--- config.mk ---
export PLATFORM = sky130hd
export DESIGN_NAME = binary_mask_centroid
export DESIGN_NICKNAME = d
export VERILOG_FILES = /design/src/rtl/bmc_pkg.sv /design/src/rtl/bmc_front.sv /design/src/rtl/bmc_queue.sv /design/src/rtl/bmc_back.sv /design/src/rtl/binary_mask_centroid.sv
export SDC_FILE = /design/constraint.sdc
export NUM_CORES = 1
export LEC_CHECK = 0
export BUFFER_PORTS_ARGS = -buffer_cell sky130_fd_sc_hd__buf_2
export CAP_MARGIN = 15
export CORE_UTILIZATION = 57
export CTS_BUF_LIST = sky130_fd_sc_hd__clkbuf_16
export CTS_CLUSTER_DIAMETER = 30
export DETAILED_ROUTE_END_ITERATION = 7
export PLACE_DENSITY = 0.87
export SYNTH_ARGS = -nofsm -noshare
export SYNTH_HDL_FRONTEND = slang
export SYNTH_HIERARCHICAL = 1
export SYNTH_SLANG_ARGS = --single-unit
--- constraint.sdc ---
create_clock -name clock -period 7.7 [get_ports clock]
set_input_delay 1.155 -clock clock [delete_from_list [all_inputs] [get_ports clock]]
set_output_delay 1.155 -clock clock [all_outputs]
set_load 0.05 [all_outputs]
--- src/rtl/bmc_pkg.sv ---
// Shared constants, types and codes for the binary mask centroid block.
package bmc_pkg;

   localparam int MAX_WIDTH   = 1024;
   localparam int MAX_HEIGHT  = 1024;

   localparam int PIXEL_W     = 8;
   localparam int DIM_W       = 11;
   localparam int POS_W       = 10;
   localparam int COUNT_W     = 21;
   localparam int SUM_W       = 30;
   localparam int QUOT_W      = 10;
   localparam int OUT_W       = 11;
   localparam int STEP_W      = $clog2(QUOT_W);

   localparam int CSR_INDEX_W = 3;
   localparam int CSR_DATA_W  = 21;

   localparam int QUEUE_DEPTH = 2;
   localparam int QPTR_W      = (QUEUE_DEPTH > 1) ? $clog2(QUEUE_DEPTH) : 1;
   localparam int QCNT_W      = $clog2(QUEUE_DEPTH + 1);

   localparam logic [PIXEL_W-1:0] OBJECT_PIXEL = 8'd255;

   localparam logic [DIM_W-1:0]   RST_FRAME_WIDTH   = 11'd640;
   localparam logic [DIM_W-1:0]   RST_FRAME_HEIGHT  = 11'd480;
   localparam logic [COUNT_W-1:0] RST_MIN_OBJECT    = 21'd300;
   localparam logic [POS_W-1:0]   RST_WINDOW_LEFT   = 10'd300;
   localparam logic [POS_W-1:0]   RST_WINDOW_RIGHT  = 10'd340;
   localparam logic [POS_W-1:0]   RST_WINDOW_TOP    = 10'd220;
   localparam logic [POS_W-1:0]   RST_WINDOW_BOTTOM = 10'd260;

   typedef enum logic [CSR_INDEX_W-1:0] {
      CSR_FRAME_WIDTH   = 3'd0,
      CSR_FRAME_HEIGHT  = 3'd1,
      CSR_MIN_OBJECT    = 3'd2,
      CSR_WINDOW_LEFT   = 3'd3,
      CSR_WINDOW_RIGHT  = 3'd4,
      CSR_WINDOW_TOP    = 3'd5,
      CSR_WINDOW_BOTTOM = 3'd6
   } csr_index_type;

   typedef struct packed {
      logic [DIM_W-1:0]   frame_width;
      logic [DIM_W-1:0]   frame_height;
      logic [COUNT_W-1:0] min_object_pixels;
      logic [POS_W-1:0]   window_left;
      logic [POS_W-1:0]   window_right;
      logic [POS_W-1:0]   window_top;
      logic [POS_W-1:0]   window_bottom;
   } cfg_type;

   typedef struct packed {
      logic [SUM_W-1:0]   sum_of_columns;
      logic [SUM_W-1:0]   sum_of_rows;
      logic [COUNT_W-1:0] object_count;
      logic [COUNT_W-1:0] window_count;
      logic               found;
   } frame_total_type;

   typedef enum logic [1:0] {
      BACK_IDLE,
      BACK_DIVIDE,
      BACK_DELIVER
   } back_state_type;

endpackage

--- src/rtl/bmc_front.sv ---
// Front end: raster position tracking and per-frame accumulation of mask pixels.
module bmc_front (
   input  logic                          clock,
   input  logic                          reset,
   input  bmc_pkg::cfg_type              cfg,
   input  logic                          pix_accept,
   input  logic [bmc_pkg::PIXEL_W-1:0]   pixel_value,
   output logic                          push,
   output bmc_pkg::frame_total_type      push_data
);
   import bmc_pkg::*;

   logic [POS_W-1:0]   col_ff, col_in;
   logic [POS_W-1:0]   row_ff, row_in;
   logic [SUM_W-1:0]   sum_x_ff, sum_x_in;
   logic [SUM_W-1:0]   sum_y_ff, sum_y_in;
   logic [COUNT_W-1:0] obj_ff, obj_in;
   logic [COUNT_W-1:0] win_ff, win_in;

   logic [DIM_W-1:0]   width_eff;
   logic [DIM_W-1:0]   height_eff;
   logic               is_obj;
   logic               in_win;
   logic               col_last;
   logic               row_last;
   logic               frame_end;
   logic [SUM_W-1:0]   sum_x_acc;
   logic [SUM_W-1:0]   sum_y_acc;
   logic [COUNT_W-1:0] obj_acc;
   logic [COUNT_W-1:0] win_acc;

   always_comb begin
      // zero acts as one, oversize acts as the maximum
      if (cfg.frame_width == '0) begin
         width_eff = DIM_W'(1);
      end else if (cfg.frame_width > DIM_W'(MAX_WIDTH)) begin
         width_eff = DIM_W'(MAX_WIDTH);
      end else begin
         width_eff = cfg.frame_width;
      end
      if (cfg.frame_height == '0) begin
         height_eff = DIM_W'(1);
      end else if (cfg.frame_height > DIM_W'(MAX_HEIGHT)) begin
         height_eff = DIM_W'(MAX_HEIGHT);
      end else begin
         height_eff = cfg.frame_height;
      end
   end

   assign is_obj   = (pixel_value == OBJECT_PIXEL);
   assign in_win   = (col_ff >= cfg.window_left) && (col_ff <= cfg.window_right) &&
                     (row_ff >= cfg.window_top) && (row_ff <= cfg.window_bottom);
   assign col_last = (DIM_W'(col_ff) + DIM_W'(1)) >= width_eff;
   assign row_last = (DIM_W'(row_ff) + DIM_W'(1)) >= height_eff;
   assign frame_end = col_last && row_last;

   assign sum_x_acc = is_obj ? sum_x_ff + SUM_W'(col_ff) : sum_x_ff;
   assign sum_y_acc = is_obj ? sum_y_ff + SUM_W'(row_ff) : sum_y_ff;
   assign obj_acc   = is_obj ? obj_ff + COUNT_W'(1) : obj_ff;
   assign win_acc   = (is_obj && in_win) ? win_ff + COUNT_W'(1) : win_ff;

   assign push = pix_accept && frame_end;

   always_comb begin
      push_data.sum_of_columns = sum_x_acc;
      push_data.sum_of_rows    = sum_y_acc;
      push_data.object_count   = obj_acc;
      push_data.window_count   = win_acc;
      push_data.found          = obj_acc > cfg.min_object_pixels;
   end

   always_comb begin
      col_in   = col_ff;
      row_in   = row_ff;
      sum_x_in = sum_x_ff;
      sum_y_in = sum_y_ff;
      obj_in   = obj_ff;
      win_in   = win_ff;
      if (pix_accept) begin
         if (frame_end) begin
            // restart the frame
            col_in   = '0;
            row_in   = '0;
            sum_x_in = '0;
            sum_y_in = '0;
            obj_in   = '0;
            win_in   = '0;
         end else begin
            sum_x_in = sum_x_acc;
            sum_y_in = sum_y_acc;
            obj_in   = obj_acc;
            win_in   = win_acc;
            if (col_last) begin
               col_in = '0;
               row_in = row_ff + POS_W'(1);
            end else begin
               col_in = col_ff + POS_W'(1);
            end
         end
      end
   end

   always_ff @(posedge clock) begin
      if (reset) begin
         col_ff   <= '0;
         row_ff   <= '0;
         sum_x_ff <= '0;
         sum_y_ff <= '0;
         obj_ff   <= '0;
         win_ff   <= '0;
      end else begin
         col_ff   <= col_in;
         row_ff   <= row_in;
         sum_x_ff <= sum_x_in;
         sum_y_ff <= sum_y_in;
         obj_ff   <= obj_in;
         win_ff   <= win_in;
      end
   end

endmodule

--- src/rtl/bmc_queue.sv ---
// Short queue of frame totals between the front end and the divider.
module bmc_queue (
   input  logic                          clock,
   input  logic                          reset,
   input  logic                          push,
   input  bmc_pkg::frame_total_type      push_data,
   input  logic                          pop,
   output bmc_pkg::frame_total_type      pop_data,
   output logic                          full,
   output logic                          empty
);
   import bmc_pkg::*;

   frame_total_type     mem_ff [QUEUE_DEPTH];
   logic [QPTR_W-1:0]   wr_ptr_ff, wr_ptr_in;
   logic [QPTR_W-1:0]   rd_ptr_ff, rd_ptr_in;
   logic [QCNT_W-1:0]   cnt_ff, cnt_in;

   assign full     = (cnt_ff == QCNT_W'(QUEUE_DEPTH));
   assign empty    = (cnt_ff == '0);
   assign pop_data = mem_ff[rd_ptr_ff];

   function automatic logic [QPTR_W-1:0] ptr_next(input logic [QPTR_W-1:0] p);
      logic [QPTR_W-1:0] r;
      if (p == QPTR_W'(QUEUE_DEPTH - 1)) begin
         r = '0;
      end else begin
         r = p + QPTR_W'(1);
      end
      return r;
   endfunction

   always_comb begin
      wr_ptr_in = push ? ptr_next(wr_ptr_ff) : wr_ptr_ff;
      rd_ptr_in = pop ? ptr_next(rd_ptr_ff) : rd_ptr_ff;
      cnt_in    = cnt_ff;
      if (push && !pop) begin
         cnt_in = cnt_ff + QCNT_W'(1);
      end else if (pop && !push) begin
         cnt_in = cnt_ff - QCNT_W'(1);
      end
   end

   always_ff @(posedge clock) begin
      if (reset) begin
         wr_ptr_ff <= '0;
         rd_ptr_ff <= '0;
         cnt_ff    <= '0;
      end else begin
         wr_ptr_ff <= wr_ptr_in;
         rd_ptr_ff <= rd_ptr_in;
         cnt_ff    <= cnt_in;
      end
   end

   always_ff @(posedge clock) begin
      if (push) begin
         mem_ff[wr_ptr_ff] <= push_data;
      end
   end

endmodule

--- src/rtl/bmc_back.sv ---
// Back end: restoring division of both coordinate sums and the result register.
module bmc_back (
   input  logic                                  clock,
   input  logic                                  reset,
   input  logic                                  queue_empty,
   output logic                                  pop,
   input  bmc_pkg::frame_total_type              pop_data,
   output logic                                  rsp_valid,
   input  logic                                  rsp_stall,
   output logic signed [bmc_pkg::OUT_W-1:0]      rsp_centroid_x,
   output logic signed [bmc_pkg::OUT_W-1:0]      rsp_centroid_y,
   output logic                                  rsp_object_found,
   output logic [bmc_pkg::COUNT_W-1:0]           rsp_object_pixel_count,
   output logic [bmc_pkg::COUNT_W-1:0]           rsp_window_pixel_count
);
   import bmc_pkg::*;

   back_state_type      state_ff, state_in;
   frame_total_type     total_ff, total_in;
   logic [SUM_W-1:0]    rem_x_ff, rem_x_in;
   logic [SUM_W-1:0]    rem_y_ff, rem_y_in;
   logic [SUM_W-1:0]    dsh_ff, dsh_in;
   logic [QUOT_W-1:0]   qx_ff, qx_in;
   logic [QUOT_W-1:0]   qy_ff, qy_in;
   logic [STEP_W-1:0]   step_ff, step_in;

   logic                out_valid_ff, out_valid_in;
   logic [OUT_W-1:0]    out_x_ff, out_x_in;
   logic [OUT_W-1:0]    out_y_ff, out_y_in;
   logic                out_found_ff, out_found_in;
   logic [COUNT_W-1:0]  out_obj_ff, out_obj_in;
   logic [COUNT_W-1:0]  out_win_ff, out_win_in;

   logic                ge_x;
   logic                ge_y;
   logic                out_free;

   assign ge_x     = rem_x_ff >= dsh_ff;
   assign ge_y     = rem_y_ff >= dsh_ff;
   assign out_free = !out_valid_ff || !rsp_stall;

   always_comb begin
      state_in     = state_ff;
      total_in     = total_ff;
      rem_x_in     = rem_x_ff;
      rem_y_in     = rem_y_ff;
      dsh_in       = dsh_ff;
      qx_in        = qx_ff;
      qy_in        = qy_ff;
      step_in      = step_ff;
      pop          = 1'b0;
      out_valid_in = out_valid_ff && rsp_stall;
      out_x_in     = out_x_ff;
      out_y_in     = out_y_ff;
      out_found_in = out_found_ff;
      out_obj_in   = out_obj_ff;
      out_win_in   = out_win_ff;
      case (state_ff)
         BACK_IDLE: begin
            if (!queue_empty) begin
               pop      = 1'b1;
               total_in = pop_data;
               rem_x_in = pop_data.sum_of_columns;
               rem_y_in = pop_data.sum_of_rows;
               // mean stays below 2^QUOT_W, so start at the top quotient bit
               dsh_in   = SUM_W'(pop_data.object_count) << (QUOT_W - 1);
               step_in  = STEP_W'(QUOT_W - 1);
               state_in = BACK_DIVIDE;
            end
         end
         BACK_DIVIDE: begin
            rem_x_in = ge_x ? rem_x_ff - dsh_ff : rem_x_ff;
            rem_y_in = ge_y ? rem_y_ff - dsh_ff : rem_y_ff;
            qx_in    = {qx_ff[QUOT_W-2:0], ge_x};
            qy_in    = {qy_ff[QUOT_W-2:0], ge_y};
            dsh_in   = dsh_ff >> 1;
            step_in  = step_ff - STEP_W'(1);
            if (step_ff == '0) begin
               state_in = BACK_DELIVER;
            end
         end
         BACK_DELIVER: begin
            if (out_free) begin
               out_valid_in = 1'b1;
               out_x_in     = total_ff.found ? OUT_W'(qx_ff) : '1;
               out_y_in     = total_ff.found ? OUT_W'(qy_ff) : '1;
               out_found_in = total_ff.found;
               out_obj_in   = total_ff.object_count;
               out_win_in   = total_ff.window_count;
               state_in     = BACK_IDLE;
            end
         end
         default: begin
            state_in = BACK_IDLE;
         end
      endcase
   end

   always_ff @(posedge clock) begin
      if (reset) begin
         state_ff     <= BACK_IDLE;
         out_valid_ff <= 1'b0;
      end else begin
         state_ff     <= state_in;
         out_valid_ff <= out_valid_in;
      end
   end

   always_ff @(posedge clock) begin
      total_ff     <= total_in;
      rem_x_ff     <= rem_x_in;
      rem_y_ff     <= rem_y_in;
      dsh_ff       <= dsh_in;
      qx_ff        <= qx_in;
      qy_ff        <= qy_in;
      step_ff      <= step_in;
      out_x_ff     <= out_x_in;
      out_y_ff     <= out_y_in;
      out_found_ff <= out_found_in;
      out_obj_ff   <= out_obj_in;
      out_win_ff   <= out_win_in;
   end

   assign rsp_valid              = out_valid_ff;
   assign rsp_centroid_x         = out_x_ff;
   assign rsp_centroid_y         = out_y_ff;
   assign rsp_object_found       = out_found_ff;
   assign rsp_object_pixel_count = out_obj_ff;
   assign rsp_window_pixel_count = out_win_ff;

endmodule

--- src/rtl/binary_mask_centroid.sv ---
// Top level: centroid and pixel counts of a binary mask, one result per frame.
// Throughput: one pixel per cycle while req_stall is low; the back end takes one frame at a time.
// After the last pixel of a frame is accepted, its totals pass the queue, the 10-step
//   restoring divider and the result register load, which waits while rsp_stall holds it.
// The two-entry frame queue absorbs back-to-back short frames before req_stall rises.
// Reset: synchronous, active high; clears position, sums, queue and loads register defaults.
module binary_mask_centroid (
   input  logic                                  clock,
   input  logic                                  reset,
   input  logic                                  req_valid,
   output logic                                  req_stall,
   input  logic [bmc_pkg::PIXEL_W-1:0]           req_pixel_value,
   output logic                                  rsp_valid,
   input  logic                                  rsp_stall,
   output logic signed [bmc_pkg::OUT_W-1:0]      rsp_centroid_x,
   output logic signed [bmc_pkg::OUT_W-1:0]      rsp_centroid_y,
   output logic                                  rsp_object_found,
   output logic [bmc_pkg::COUNT_W-1:0]           rsp_object_pixel_count,
   output logic [bmc_pkg::COUNT_W-1:0]           rsp_window_pixel_count,
   input  logic                                  csr_valid,
   output logic                                  csr_ready,
   input  logic [bmc_pkg::CSR_INDEX_W-1:0]       csr_index,
   input  logic [bmc_pkg::CSR_DATA_W-1:0]        csr_data
);
   import bmc_pkg::*;

   cfg_type          cfg_ff, cfg_in;
   logic             pix_accept;
   logic             push;
   logic             pop;
   logic             queue_full;
   logic             queue_empty;
   frame_total_type  push_data;
   frame_total_type  pop_data;

   assign csr_ready  = 1'b1;
   assign req_stall  = queue_full;
   assign pix_accept = req_valid && !req_stall;

   always_comb begin
      cfg_in = cfg_ff;
      if (csr_valid && csr_ready) begin
         case (csr_index_type'(csr_index))
            CSR_FRAME_WIDTH:   cfg_in.frame_width       = csr_data[DIM_W-1:0];
            CSR_FRAME_HEIGHT:  cfg_in.frame_height      = csr_data[DIM_W-1:0];
            CSR_MIN_OBJECT:    cfg_in.min_object_pixels = csr_data[COUNT_W-1:0];
            CSR_WINDOW_LEFT:   cfg_in.window_left       = csr_data[POS_W-1:0];
            CSR_WINDOW_RIGHT:  cfg_in.window_right      = csr_data[POS_W-1:0];
            CSR_WINDOW_TOP:    cfg_in.window_top        = csr_data[POS_W-1:0];
            CSR_WINDOW_BOTTOM: cfg_in.window_bottom     = csr_data[POS_W-1:0];
            default: begin
               // drop writes to unknown indexes
               cfg_in = cfg_ff;
            end
         endcase
      end
   end

   always_ff @(posedge clock) begin
      if (reset) begin
         cfg_ff.frame_width       <= RST_FRAME_WIDTH;
         cfg_ff.frame_height      <= RST_FRAME_HEIGHT;
         cfg_ff.min_object_pixels <= RST_MIN_OBJECT;
         cfg_ff.window_left       <= RST_WINDOW_LEFT;
         cfg_ff.window_right      <= RST_WINDOW_RIGHT;
         cfg_ff.window_top        <= RST_WINDOW_TOP;
         cfg_ff.window_bottom     <= RST_WINDOW_BOTTOM;
      end else begin
         cfg_ff <= cfg_in;
      end
   end

   bmc_front u_front (
      .clock       (clock),
      .reset       (reset),
      .cfg         (cfg_ff),
      .pix_accept  (pix_accept),
      .pixel_value (req_pixel_value),
      .push        (push),
      .push_data   (push_data)
   );

   bmc_queue u_queue (
      .clock     (clock),
      .reset     (reset),
      .push      (push),
      .push_data (push_data),
      .pop       (pop),
      .pop_data  (pop_data),
      .full      (queue_full),
      .empty     (queue_empty)
   );

   bmc_back u_back (
      .clock                  (clock),
      .reset                  (reset),
      .queue_empty            (queue_empty),
      .pop                    (pop),
      .pop_data               (pop_data),
      .rsp_valid              (rsp_valid),
      .rsp_stall              (rsp_stall),
      .rsp_centroid_x         (rsp_centroid_x),
      .rsp_centroid_y         (rsp_centroid_y),
      .rsp_object_found       (rsp_object_found),
      .rsp_object_pixel_count (rsp_object_pixel_count),
      .rsp_window_pixel_count (rsp_window_pixel_count)
   );

endmodule
### Word-level counts from Yosys, hierarchy flattened

Memory sizes are Yosys's and may differ from the RTL's. A register that Yosys moved wholly into a read port is not among the register bits.
Cells that the tools add are included.

* flip-flop bits (word level): 434
* memory bits (writable): 206
* input bits: 37
* output and inout port bits: 68
* logic and storage cells: 160
* memories: 1

Memory list
* u_queue.mem_ff: depth 2, bits a word 103, read ports 1, clocked after memory_dff 1, write ports 1, RTL line bmc_queue.sv:14 `frame_total_type mem_ff [QUEUE_DEPTH];`

* add/subtract/negate cells: 15
* magnitude comparators: 11
* equal/unequal tests: 15
* muxes and demuxes: 44
* bitwise logic cells: 1
* reductions and logical operators: 39

Operators with widths (number)
* 30-bit two-way mux: 9
* 30-bit case mux with 2 select lines: 3
* 21-bit two-way mux: 4
* 11-bit two-way mux: 6
* 30-bit by 10-bit adder with 30-bit output: 2
* 30-bit greater-or-equal comparator: 2
* 30-bit subtractor: 2
* 21-bit by 1-bit adder with 21-bit output, second input constant: 2
* 10-bit two-way mux: 4
* 10-bit by 1-bit adder with 11-bit output, second input constant: 2
* 11-bit greater-or-equal comparator: 2
* 11-bit greater-than comparator, second input constant: 2
* 11-bit logical NOT: 2
* 2-bit AND reduction: 11
* 21-bit greater-than comparator: 1
* 10-bit by 1-bit adder with 10-bit output, second input constant: 2
* 10-bit greater-or-equal comparator: 2
* 10-bit less-or-equal comparator: 2
* 1-bit logical AND: 10
* 1-bit two-way mux: 10
* 2-bit two-way mux: 5
* 3-bit == test, second input constant: 3
* 3-bit AND reduction: 3
* 8-bit == test, second input constant: 1
* other kinds (20): 33

### Longest topological paths before layout

* word-level depth: 10
* gate-level depth with buffers: 18
* depth with buffers taken out: 17

### By module

The synthesis kept the hierarchy.

Modules (own cells, without submodules)
* bmc_back: instances 1, cells each 972, area each 11254.5 um^2, seq. area each 6696.4 um^2
* bmc_front: instances 1, cells each 1265, area each 9909.5 um^2, seq. area each 2442.3 um^2
* bmc_queue: instances 1, cells each 342, area each 7652.3 um^2, seq. area each 6286.0 um^2
* binary_mask_centroid: instances 1, cells each 315, area each 3348.2 um^2, seq. area each 1661.6 um^2

### Worst setup path after synthesis

Ideal clock, no wire load.

* path kind: reg2reg
* start: reg u_front.col_ff[1]
* end: mem u_queue/mem_ff[0][0] (netlist name) (enable)
* library setup time: 0.578 ns
* data arrival time: 7.283 ns
* data required time: 7.122 ns
* path slack: -0.161 ns
* cell stages (with the launch flop): 12
* buffers on the path: 1
* period minus slack after synthesis: 7.861 ns
* cells stage by stage: dfxtp_1 ha_1 and3_1 and3_1 and3_1 and3_1 ha_1 nand4_1 o21ai_1 clkbuf_1 and3_1 nor2b_1

* longest elaborated chain between the ends: 6

RTL lines
* from (decl): RTL line bmc_front.sv:13 `logic [POS_W-1:0] col_ff, col_in;`
* from (signal assigned): RTL line bmc_front.sv:112 `col_ff <= col_in;`
* 10-bit by 1-bit adder with 11-bit output: RTL line bmc_front.sv:53 `assign col_last = (DIM_W'(col_ff) + DIM_W'(1)) >= width_eff;`
* 11-bit greater-or-equal comparator: RTL line bmc_front.sv:53
* 1-bit logical AND: RTL line bmc_front.sv:55 `assign frame_end = col_last && row_last;`
* 1-bit logical AND: RTL line bmc_front.sv:62 `assign push = pix_accept && frame_end;`
* named net push: RTL line binary_mask_centroid.sv:29 `logic push;`
* 1-bit two-way mux: RTL line bmc_queue.sv:57 `if (push) begin`
* 1-bit two-way mux (implied by the code): RTL line bmc_queue.sv:58 `mem_ff[wr_ptr_ff] <= push_data;`
* to (decl): RTL line bmc_queue.sv:14

The timed path passes the listed nets, and every way through them passes these cells.

### Worst setup path in the final report

* start: reg u_front.row_ff[1]
* end: mem u_queue/mem_ff[0][41] (netlist name) (enable)

* longest elaborated chain between the ends: 6

RTL lines
* from (decl): RTL line bmc_front.sv:14 `logic [POS_W-1:0] row_ff, row_in;`
* from (signal assigned): RTL line bmc_front.sv:113 `row_ff <= row_in;`
* 10-bit by 1-bit adder with 11-bit output: RTL line bmc_front.sv:54 `assign row_last = (DIM_W'(row_ff) + DIM_W'(1)) >= height_eff;`
* 11-bit greater-or-equal comparator: RTL line bmc_front.sv:54
* 1-bit logical AND: RTL line bmc_front.sv:55
* 1-bit logical AND: RTL line bmc_front.sv:62
* named net push: RTL line binary_mask_centroid.sv:29
* 1-bit two-way mux: RTL line bmc_queue.sv:57
* 1-bit two-way mux (implied by the code): RTL line bmc_queue.sv:58

The timed path passes the listed nets, and every way through them passes these cells.

==> qor.txt <==
Outcome -> finished, final reports clean
Core box area -> 55400 µm²
Max-slew headroom -> 0.255
Worst setup path start -> u_front/row_ff[1]
Maxcap violations -> 0
Setup WS pre-CTS -> 2.52 ns
Slowest cell on the critical path -> a211oi_2
RSZ-0062 raised after global routing -> false
DP HPWL -> 52.4 mm
R2R Setup Slk -> 2.33 ns
Met3 Use GR -> 0.0515
Syn Nets -> 3104
CP Launch Type -> register
Hold_buf cts -> 0
Seq/Total Area, Yosys -> 0.531
Synth unique cells -> 98
GR peak layer -> met2
Top Ports -> 105
Most frequent cells in the layout -> edfxtp_1 (427), nand2_1 (248), dfxtp_1 (212)
Total Wirelength -> 79.0 mm
Final net count -> 3230
Post-synthesis register bit count -> 640
Min-delay src -> u_back/total_ff[40]
Initial antenna violation count -> 0
Critical Path Sink Type -> register
LEAKAGE -> 14.9 nW
Die X -> 240 µm
Clock Tree Buf Depth -> 3
Grt met2 use -> 0.463
Clock tree from TritonCTS -> yes
Placed Area -> 33300 µm²
Gpl congestion -> 0.937
Least-Margin Pin Slew -> 1.11 ns
Die Ht -> 240 µm
Worst EP required -> 7.98 ns
Top FF cell, synth -> edfxtp_1
Post-DR wirelength/cell -> 20.4 µm
Fin worst setup slack -> 2.33 ns
Fin. Hold Viols -> 0
Hold_ws -> 0.406 ns
Post-CTS Setup Inserts -> 0
CP arrival -> 5.65 ns
Die Footprint -> 57400 µm²
Final Max Slew Viols -> 0
FF-to-FF End -> u_queue/mem_ff[0][41]
Final setup TNS -> 0 ns
Top Family by Delay on Critical Path -> simple AND/OR/NAND/NOR gates
Clock Sinks -> 640
H-tree Lvls -> 3
Initial Utilization -> 0.580
Worst hold path endpoint -> u_back/rsp_object_pixel_count[18]
Buffers & Inverters on Critical Path -> 3
Most common cell after layout, fill and taps aside -> edfxtp_1
Final setup vio count -> 0
# rows -> 86
Clock Tree Root -> clkbuf_16
Synth Cell Area -> 32200 µm²
Clk_lat worst skew -> 0.67 ns
VDD IR max -> 0.273 mV
Tightest Hold Check Type -> reg2reg
First-pass GRT wire length -> 125 mm
Area delta synth->final -> 16.3%
PnR Total Power -> 14.6 mW
Final period util -> 0.698
Syn_area_per_cell -> 11.1 µm²
Largest net degree at the start of global routing -> 105
All-Layer GR Usage -> 0.277
Met1 Use GR -> 0.341
Hold depth -> 0
FMAX -> 186 MHz
EDFF count, synth -> 427
Remaining DRCs -> 0
PostCTS Resize Cnt -> 0
Critical path's largest stage delay -> 0.85 ns
Number of CTS-inserted buffers -> 118
# port buffers -> 103
Vias -> 23600
R2r startpoint -> u_front/row_ff[1]
R2R depth -> 16
Ys async rst share -> 0
Pwr dens -> 390 nW/µm²
Minimum clock period -> 5.37 ns
Finished Cell Area -> 37400 µm²
Final worst clock skew -> 0.0237 ns
Vias in the first global route -> 23600
Worst path cell trace -> ha_1, and3_1, nand3_1, inv_1, nand3_1, or2_2, nand2_1, ha_1, a211oi_1, nand2_1, a2111oi_0, a211oi_2, and3_1, nor2b_4, buf_4, buf_4
Remaining Overflow, GRT -> 0
Ys Warns -> 6
CP max FO -> 57
Share of cells above drive strength 1 -> 0.162
Initial DRC count -> 2495
Routed Antenna Nets -> 0
Drt first pass iters -> 7
Clock transition at the registers of the reported paths -> 0.06 ns
Gate count of the mapped netlist -> 2894
CP Class -> reg2reg
Count of antenna diodes in the layout -> 0
Via density per instance -> 6.09
## how the worst max path moves through the flow
stage	to	slack, ns	depth (start not counted)
after CTS	u_queue/mem_ff[0][12]	2.44	16
after global placement	u_queue/mem_ff[0][15]	2.65	16
after floorplan	u_queue/mem_ff[0][0]	1.81	11
after detailed placement	u_queue/mem_ff[0][2]	2.52	16
final	u_queue/mem_ff[0][41]	2.33	16
after global routing	u_queue/mem_ff[0][41]	2.03	16
## stage by stage
| step | utilization | std cells |
|---|---|---|
| final | 0.675 | 3872 |
| after floorplan | - | 2894 |
| after detailed placement | 0.601 | 3646 |
| after CTS | 0.675 | 3870 |
| after global routing | 0.675 | 3872 |
| after global placement | 0.600 | 3645 |
## cells by family (layout without fill, tap and decap cells)
kind of cell               after synthesis  after routing  synth area share
AOI/OAI and AO/OA                      600            600             0.118
xor gates and xnor gates               161            161            0.0438
adders and majority gates              173            173            0.0682
buffers and inverters                  270            500            0.0354
DFF                                    640            640             0.531
muxes                                  196            196            0.0651
other                                    1              1          0.000117
and+or+nand+nor                        853            853             0.138
## cell usage after synthesis, drive strengths merged (12+ instances only)
library cell	n	area share
a211oi	20	0.0047
a21o	52	0.012
a21oi	145	0.023
a22o	22	0.0060
a22oi	31	0.0072
a31oi	44	0.0088
and2	19	0.0037
and3	33	0.0066
buf	40	0.0084
clkbuf	82	0.0097
dfxtp	213	0.13
edfxtp	427	0.40
ha	169	0.066
inv	146	0.017
mux2	105	0.037
mux2i	91	0.028
nand2	248	0.029
nand2b	117	0.023
nand3	67	0.011
nand4	42	0.0086
nor2	159	0.019
nor2b	16	0.0031
nor3	36	0.0059
nor4	22	0.0054
o211ai	13	0.0030
o21a	13	0.0030
o21ai	179	0.028
o21bai	15	0.0035
o31ai	12	0.0031
or3	22	0.0043
or4	15	0.0037
xnor2	91	0.025
xor2	70	0.019
## sequential cells by signal, summed over array words and instances, names as in the netlist, 21 cells and up, named ones only
signal	flops
u_back/total_ff	43
u_back/dsh_ff	30
u_back/rem_y_ff	30
u_front/sum_x_ff	30
u_front/win_ff	21
u_front/sum_y_ff	30
u_queue/mem_ff	206
u_back/rsp_object_pixel_count	21
u_back/rsp_window_pixel_count	21
u_front/obj_ff	21
u_back/rem_x_ff	30
cfg_ff	83
## cell type report
class	count	area [µm²]
fill	3823	18000
inverter	148	556
clock inverter	103	1070
multi-input combinational	1984	14000
tap	748	936
sequential	640	17100
timing repair buffer	128	704
clock buffer	121	3030
## where the power goes
group	switching (mW)	internal, mW	total (mW)
clock network	1.87	3.34	5.21
logic	3.10	1.69	4.79
registers	0.205	4.41	4.61
## layer usage
metal / share of wire / routed length (µm)
met5: 0 / 0
met4: 0.050 / 3950
met3: 0.069 / 5430
met2: 0.48 / 38100
met1: 0.40 / 31500
Power figures use the tool's default switching activity.
